==> config.mk <==
export PLATFORM = sky130hd
export DESIGN_NAME = char_lcd_cursor_command_writer_top
export DESIGN_NICKNAME = d
export VERILOG_FILES = /design/src/clcd_pkg.sv /design/src/char_lcd_cursor_command_writer_top.sv /design/src/clcd_front.sv /design/src/clcd_queue.sv /design/src/clcd_back.sv
export SDC_FILE = /design/constraint.sdc
export NUM_CORES = 1
export LEC_CHECK = 0
export BUFFER_PORTS_ARGS = -buffer_cell sky130_fd_sc_hd__buf_2
export CAP_MARGIN = 20
export CORE_MARGIN = 5
export CORE_UTILIZATION = 60
export CTS_CLUSTER_DIAMETER = 30
export DETAILED_ROUTE_END_ITERATION = 7
export GPL_ROUTABILITY_DRIVEN = 0
export HOLD_SLACK_MARGIN = 0.1
export PLACE_DENSITY = 0.83
export SLEW_MARGIN = 40
export SYNTH_ARGS = -nofsm -noshare
export SYNTH_HDL_FRONTEND = slang
export SYNTH_SLANG_ARGS = --single-unit
==> constraint.sdc <==
create_clock -name clk -period 5.7 [get_ports clk]
set_clock_uncertainty 0.1 [all_clocks]
set_input_delay 0.57 -clock clk [delete_from_list [all_inputs] [get_ports clk]]
set_output_delay 0.57 -clock clk [all_outputs]
set_load 0.03 [all_outputs]
==> src/clcd_pkg.sv <==
`default_nettype none

package clcd_pkg;

  localparam int COLUMNS_DEF = 16;
  localparam int QUEUE_DEPTH = 2;
  localparam int PTR_W       = $clog2(QUEUE_DEPTH);
  localparam int CNT_W       = $clog2(QUEUE_DEPTH + 1);

  typedef enum logic [2:0] {
    KIND_CHAR  = 3'd0,
    KIND_CLEAR = 3'd1,
    KIND_HOME  = 3'd2,
    KIND_FUNC  = 3'd3,
    KIND_DISP  = 3'd4,
    KIND_ENTRY = 3'd5,
    KIND_PLACE = 3'd6
  } kind_t;

  localparam logic [7:0] CMD_LINE1  = 8'hC0;
  localparam logic [7:0] CMD_LINE0  = 8'h80;
  localparam logic [7:0] COL_MASK   = 8'h0F;
  localparam logic [7:0] CMD_FUNC   = 8'b0010_0000;
  localparam logic [7:0] CMD_DISP   = 8'b0000_1000;
  localparam logic [7:0] CMD_ENTRY  = 8'b0000_0100;
  localparam logic [7:0] CMD_HOME   = 8'b0000_0011;
  localparam logic [7:0] CMD_CLEAR  = 8'b0000_0001;

  localparam logic RS_DATA  = 1'b1;
  localparam logic RS_INSTR = 1'b0;

  // one queued request: first word plus optional line-address word
  typedef struct packed {
    logic       rs;
    logic [7:0] byte0;
    logic       two;
    logic       line;
  } job_t;

  typedef struct packed {
    logic empty;
    logic full;
  } q_stat_t;

  function automatic logic [7:0] line_cmd(input logic line);
    return line ? CMD_LINE1 : CMD_LINE0;
  endfunction

endpackage

`default_nettype wire

==> src/char_lcd_cursor_command_writer_top.sv <==
// an accepted request is queued, then its first bus word is loaded into the output register
// throughput: one request per cycle while each makes one bus word and out_stall is low
// a line-wrapping character makes two bus words, sent one per cycle while out_stall is low
// a two-entry request queue sits between decode and the output register
// reset (rst_n low, synchronous) sets the cursor to line 0 column 0 and empties the queue
`default_nettype none

module char_lcd_cursor_command_writer_top #(
  parameter int COLUMNS = clcd_pkg::COLUMNS_DEF
) (
  input  wire logic       clk,
  input  wire logic       rst_n,
  input  wire logic       in_valid,
  output logic            in_stall,
  input  wire logic [2:0] in_kind,
  input  wire logic [7:0] in_value,
  output logic            out_valid,
  input  wire logic       out_stall,
  output logic            out_reg_select,
  output logic [7:0]      out_bus_byte,
  output logic            out_last
);

  clcd_pkg::job_t    wr_job, rd_job;
  clcd_pkg::q_stat_t q_stat;
  logic              push, pop, acc;

  assign in_stall = q_stat.full;
  assign acc      = in_valid && !in_stall;

  clcd_front #(
    .COLUMNS (COLUMNS)
  ) u_front (
    .clk   (clk),
    .rst_n (rst_n),
    .acc   (acc),
    .kind  (in_kind),
    .value (in_value),
    .job   (wr_job),
    .push  (push)
  );

  clcd_queue u_queue (
    .clk    (clk),
    .rst_n  (rst_n),
    .push   (push),
    .wr_job (wr_job),
    .pop    (pop),
    .rd_job (rd_job),
    .stat   (q_stat)
  );

  clcd_back u_back (
    .clk            (clk),
    .rst_n          (rst_n),
    .job            (rd_job),
    .q_empty        (q_stat.empty),
    .pop            (pop),
    .out_valid      (out_valid),
    .out_stall      (out_stall),
    .out_reg_select (out_reg_select),
    .out_bus_byte   (out_bus_byte),
    .out_last       (out_last)
  );

endmodule

`default_nettype wire

==> src/clcd_front.sv <==
`default_nettype none

module clcd_front #(
  parameter int COLUMNS = clcd_pkg::COLUMNS_DEF
) (
  input  wire logic        clk,
  input  wire logic        rst_n,
  input  wire logic        acc,
  input  wire logic [2:0]  kind,
  input  wire logic [7:0]  value,
  output clcd_pkg::job_t   job,
  output logic             push
);

  logic [3:0] col_r, col_nxt;
  logic       line_r, line_nxt;
  logic [4:0] col_inc;
  logic       wrap;
  logic       emit;

  assign col_inc = {1'b0, col_r} + 5'd1;
  assign wrap    = (col_inc >= 5'(COLUMNS));

  always_comb begin
    col_nxt   = col_r;
    line_nxt  = line_r;
    job.rs    = clcd_pkg::RS_INSTR;
    job.byte0 = value;
    job.two   = 1'b0;
    job.line  = line_r;
    emit      = 1'b1;
    unique case (kind)
      clcd_pkg::KIND_CHAR: begin
        job.rs = clcd_pkg::RS_DATA;
        if (wrap) begin
          col_nxt  = 4'd0;
          line_nxt = ~line_r;
          job.two  = 1'b1;
          job.line = ~line_r;
        end else begin
          col_nxt = col_inc[3:0];
        end
      end
      clcd_pkg::KIND_CLEAR: job.byte0 = clcd_pkg::CMD_CLEAR;
      clcd_pkg::KIND_HOME: begin
        job.byte0 = clcd_pkg::CMD_HOME;
        col_nxt   = 4'd0;
        line_nxt  = 1'b0;
      end
      clcd_pkg::KIND_FUNC:  job.byte0 = clcd_pkg::CMD_FUNC | value;
      clcd_pkg::KIND_DISP:  job.byte0 = clcd_pkg::CMD_DISP | value;
      clcd_pkg::KIND_ENTRY: job.byte0 = clcd_pkg::CMD_ENTRY | value;
      clcd_pkg::KIND_PLACE: begin
        col_nxt   = value[3:0];
        line_nxt  = |value[7:4];
        job.byte0 = clcd_pkg::line_cmd(|value[7:4]) | (value & clcd_pkg::COL_MASK);
      end
      default: emit = 1'b0;
    endcase
  end

  assign push = acc & emit;

  always_ff @(posedge clk) begin
    if (!rst_n) begin
      col_r  <= 4'd0;
      line_r <= 1'b0;
    end else if (acc) begin
      col_r  <= col_nxt;
      line_r <= line_nxt;
    end
  end

endmodule

`default_nettype wire

==> src/clcd_queue.sv <==
`default_nettype none

module clcd_queue (
  input  wire logic                 clk,
  input  wire logic                 rst_n,
  input  wire logic                 push,
  input  wire clcd_pkg::job_t       wr_job,
  input  wire logic                 pop,
  output clcd_pkg::job_t            rd_job,
  output clcd_pkg::q_stat_t         stat
);

  localparam int DEPTH = clcd_pkg::QUEUE_DEPTH;
  localparam int PW    = clcd_pkg::PTR_W;
  localparam int CW    = clcd_pkg::CNT_W;

  clcd_pkg::job_t mem [DEPTH];
  logic [PW-1:0]  wr_ptr_r, rd_ptr_r;
  logic [CW-1:0]  cnt_r;

  assign stat.empty = (cnt_r == '0);
  assign stat.full  = (cnt_r == CW'(DEPTH));
  assign rd_job     = mem[rd_ptr_r];

  always_ff @(posedge clk) begin
    if (push) begin
      mem[wr_ptr_r] <= wr_job;
    end
  end

  always_ff @(posedge clk) begin
    if (!rst_n) begin
      wr_ptr_r <= '0;
      rd_ptr_r <= '0;
      cnt_r    <= '0;
    end else begin
      if (push) begin
        wr_ptr_r <= (wr_ptr_r == PW'(DEPTH - 1)) ? '0 : wr_ptr_r + PW'(1);
      end
      if (pop) begin
        rd_ptr_r <= (rd_ptr_r == PW'(DEPTH - 1)) ? '0 : rd_ptr_r + PW'(1);
      end
      cnt_r <= cnt_r + CW'(push) - CW'(pop);
    end
  end

`ifndef ASSERT_OFF
  a_no_overflow: assert property (@(posedge clk) disable iff (!rst_n)
    push |-> (!stat.full || pop))
    else $error("queue push while full");
  a_cnt_bound: assert property (@(posedge clk) disable iff (!rst_n)
    cnt_r <= CW'(DEPTH))
    else $error("queue count out of range");
`endif

endmodule

`default_nettype wire

==> src/clcd_back.sv <==
`default_nettype none

module clcd_back (
  input  wire logic          clk,
  input  wire logic          rst_n,
  input  wire clcd_pkg::job_t job,
  input  wire logic          q_empty,
  output logic               pop,
  output logic               out_valid,
  input  wire logic          out_stall,
  output logic               out_reg_select,
  output logic [7:0]         out_bus_byte,
  output logic               out_last
);

  logic       valid_r;
  logic       rs_r;
  logic [7:0] byte_r;
  logic       last_r;
  logic       pend_r, pend_nxt;
  logic       pline_r;
  logic       load;

  assign load = !valid_r || !out_stall;
  assign pop  = load && !pend_r && !q_empty;

  always_comb begin
    pend_nxt = pend_r;
    if (load) begin
      if (pend_r) begin
        pend_nxt = 1'b0;
      end else if (!q_empty) begin
        pend_nxt = job.two;
      end
    end
  end

  always_ff @(posedge clk) begin
    if (!rst_n) begin
      valid_r <= 1'b0;
      pend_r  <= 1'b0;
    end else begin
      pend_r <= pend_nxt;
      if (load) begin
        valid_r <= pend_r || !q_empty;
      end
    end
  end

  always_ff @(posedge clk) begin
    if (load) begin
      if (pend_r) begin
        rs_r   <= clcd_pkg::RS_INSTR;
        byte_r <= clcd_pkg::line_cmd(pline_r);
        last_r <= 1'b1;
      end else begin
        rs_r    <= job.rs;
        byte_r  <= job.byte0;
        last_r  <= !job.two;
        pline_r <= job.line;
      end
    end
  end

  assign out_valid      = valid_r;
  assign out_reg_select = rs_r;
  assign out_bus_byte   = byte_r;
  assign out_last       = last_r;

`ifndef ASSERT_OFF
  a_pend_first: assert property (@(posedge clk) disable iff (!rst_n)
    pend_r |-> (valid_r && !last_r && rs_r == clcd_pkg::RS_DATA))
    else $error("pending line word without first word shown");
  a_pop_nonempty: assert property (@(posedge clk) disable iff (!rst_n)
    pop |-> !q_empty)
    else $error("pop from empty queue");
`endif

endmodule

`default_nettype wire
==> results.json <==
{
  "slew_viol_final": 0,
  "cts_tree": "done",
  "hold_viol_final": 0,
  "comb_power_share_pct": 31.7,
  "p_int_w": 0.000606,
  "cp_max_fo": 13,
  "timing.fmax_mhz": 475,
  "yosysWarnings": 0,
  "root_buffer": "clkbuf_4",
  "cts-hold-fix-buffers": 0,
  "syn_area_um2": 1980,
  "grt_pass1_wl_um": 5850,
  "cp-start-kind": "register",
  "swShare_pct": 34.8,
  "grt_max_degree": 18,
  "totalWireLength_um": 3320,
  "grt_pass1_vias": 1260,
  "rrSetupSlack_ns": 3.59,
  "ctsResizeCount": 0,
  "critical_path_required_ns": 5.84,
  "num_vias": 1306,
  "rows": 20,
  "nets": 203,
  "max_cap_viol_count": 0,
  "post_cts_buffers": 0,
  "startpoint": "u_back.pend_r$_SDFFE_PN0N_",
  "status": "finished, final reports clean",
  "clkTransAtPathRegs_ns": 0.12,
  "async_flop_share_pct": 0,
  "ys_top_cells_by_area": "edfxtp_1, dfxtp_1, mux2i_1",
  "post-route-min-period_ns": 2.11,
  "drc_errors": 0,
  "drive_above_1_share_pct": 22.0,
  "yosysTopAreaCell": "edfxtp_1",
  "nFillCells": 255,
  "antenna_found_initial": 0,
  "yosys_most_used_dff": "edfxtp_1",
  "diodes": 0,
  "fp.dieW_um": 67.5,
  "critPathKind": "reg2reg",
  "yosysSeqAreaShare_pct": 62.0,
  "syn-instance-count": 159,
  "postSynthAreaPerCell_um2": 12.5,
  "setup.worst_path.end": "u_queue.cnt_r[1]$_SDFF_PN0_",
  "fin_util_pct": 70.5,
  "grt.total_usage_pct": 17.7,
  "dpl.hpwl_um": 2540,
  "die_h_um": 67.5,
  "critPathArrivalTime_ns": 2.25,
  "hp-class": "in2reg",
  "firstDrtPassIters": 4,
  "p_switching_w": 0.000323,
  "ctsHtreeMaxLevel": 2,
  "wl_per_cell_um": 14.4,
  "vias_per_cell": 5.68,
  "r2r-end": "u_queue.cnt_r[1]$_SDFF_PN0_",
  "post-route-period-util_pct": 37.0,
  "p_leak_nw": 0.846,
  "area.growth.synth_to_final_pct": 10.2,
  "port_buffers": 26,
  "fin_tns_setup_ns": 0,
  "r2r_cells": 8,
  "clk_latency_ns": 0.34,
  "core_um2": 3100,
  "rsz0062_at_grt": "false",
  "finalSetupViolations": 0,
  "hold_depth": 2,
  "initial_core_util_pct": 64.0,
  "seq_power_share_pct": 53.3,
  "yosysTopAreaCellShare_pct": 49.9,
  "drtAntennaViolNets": 0,
  "p_per_area_nw_per_um2": 425,
  "pwr-share-clk_pct": 15.0,
  "synth_seq_cells": 45,
  "slew_headroom_pct": 58.9,
  "end_kind": "register",
  "design.die.area_um2": 4560,
  "cts.sinks": 45,
  "syn-num-nets": 177,
  "peakVddDrop_v": 0.000180,
  "worst-slew-pin-transition_ns": 0.615,
  "clock_path_buffers": 2,
  "ys_types": 38,
  "drtIter0Drc": 92,
  "synth-edff-count": 33,
  "reg2reg_from": "u_back.pend_r$_SDFFE_PN0N_",
  "ioPinCount": 27,
  "cts_buffers": 5,
  "grt-ovfl-total": 0
}
[sequential cells by signal (all words and copies together) (netlist names), named ones only]
| name | count |
|---|---|
| u_queue.cnt_r | 2 |
| u_back.out_last | 1 |
| u_front.col_r | 4 |
| u_queue.rd_ptr_r | 1 |
| u_queue.wr_ptr_r | 1 |
| u_back.pline_r | 1 |
| u_front.line_r | 1 |
| u_back.out_bus_byte | 8 |
| u_back.out_reg_select | 1 |
| u_back.out_valid | 1 |
| u_queue.mem | 22 |
| u_back.pend_r | 1 |
[layout by cell type, fill, tap and decap left out, drive strengths merged, types with 5 or more instances in the layout]
master,n
edfxtp,33
buf,26
nor2,17
dfxtp,12
mux2i,8
a21oi,8
o21ai,8
nor2b,7
inv,6
clkbuf,6
and2,5
nand2,5
a31oi,5
[worst min-delay path by stage]
stage | startpoint | to | slack, ns
2_1_floorplan | u_queue.rd_ptr_r$_SDFFE_PN0P_ | register | 0.38
3_3_place_gp | u_queue.rd_ptr_r$_SDFFE_PN0P_ | register | 0.40
3_5_place_dp | u_front.col_r[2]$_SDFFE_PN0P_ | u_front.col_r[2]$_SDFFE_PN0P_ | 0.42
4_1_cts | rst_n | u_queue.cnt_r[0]$_SDFF_PN0_ | 0.34
5_1_grt | rst_n | u_queue.cnt_r[0]$_SDFF_PN0_ | 0.33
6_report | rst_n | u_queue.cnt_r[0]$_SDFF_PN0_ | 0.36
[area by class of cell]
| class | count | area (µm²) | area share (%) |
|---|---|---|---|
| flip-flops and latches | 45 | 1230 | 56.3 |
| inverters | 7 | 26.3 | 1.20 |
| clock buffers | 6 | 41.3 | 1.89 |
| multi-input cells | 100 | 693 | 31.7 |
| repair buffers | 26 | 130 | 5.95 |
| well taps | 44 | 55.1 | 2.52 |
| clock inverters | 2 | 10.0 | 0.458 |
[Yosys cell counts (3+ instances only)]
library cell,n
inv_1,6
nor2_1,17
ha_1,3
a21oi_1,8
nor2b_1,5
a31oi_1,5
o21ai_0,6
a311oi_1,3
mux2i_1,8
nand2b_1,4
edfxtp_1,33
dfxtp_1,12
xnor2_1,4
nand2_1,5
clkbuf_1,4
and2_1,5
[power groups by stage]
stage / clock network, W / logic [W] / registers [W]
floorplan: 0 / 0.000168 / 0.000555
global placement: 0 / 0.000288 / 0.000500
detailed placement: 0 / 0.000298 / 0.000506
finish: 0.000139 / 0.000295 / 0.000495
global route: 0.000163 / 0.000329 / 0.000506
CTS: 0.000142 / 0.000299 / 0.000498
[metal layers]
layer / track usage [%] / share of wire [%] / up-vias
li1: - / - / 637
met1: 21.1 / 41 / 631
met2: 30.1 / 54 / 34
met3: 5.16 / 4.5 / 4
met4: 6.84 / 0.93 / 0
met5: 0 / 0 / -
[cells by family after synthesis]
family | count (synthesis) | synth area share (%)
DFF | 45 | 62.0
AOI/OAI and AO/OA | 36 | 12.2
xor gates and xnor gates | 6 | 2.65
muxes | 10 | 5.17
adders and majority gates | 3 | 1.89
and+or+nand+nor | 45 | 12.9
buffers and inverters | 14 | 3.15
[metrics by stage]
step / hold WS, ns / area, µm² / std cells / worst slack [ns] / total power, W
finish: 0.363 / 2190 / 230 / 3.59 / 0.000930
detailed placement: 0.420 / 2130 / 222 / 3.21 / 0.000803
floorplan: 0.381 / 1980 / 159 / 3.50 / 0.000723
global placement: 0.397 / 2130 / 222 / 3.30 / 0.000788
global route: 0.335 / 2190 / 230 / 3.39 / 0.000998
CTS: 0.337 / 2180 / 230 / 3.57 / 0.000939
[worst max-delay path: stages, from the launching register on]
cell,delay [ns]
dfxtp_1,0.45
a21oi_1,0.28
nor2b_1,0.31
ha_1,0.28
inv_1,0.06
ha_1,0.14
xor2_1,0.18
xnor2_1,0.14
nor2_1,0.05
No activity file was read; power rests on OpenSTA's default activity.
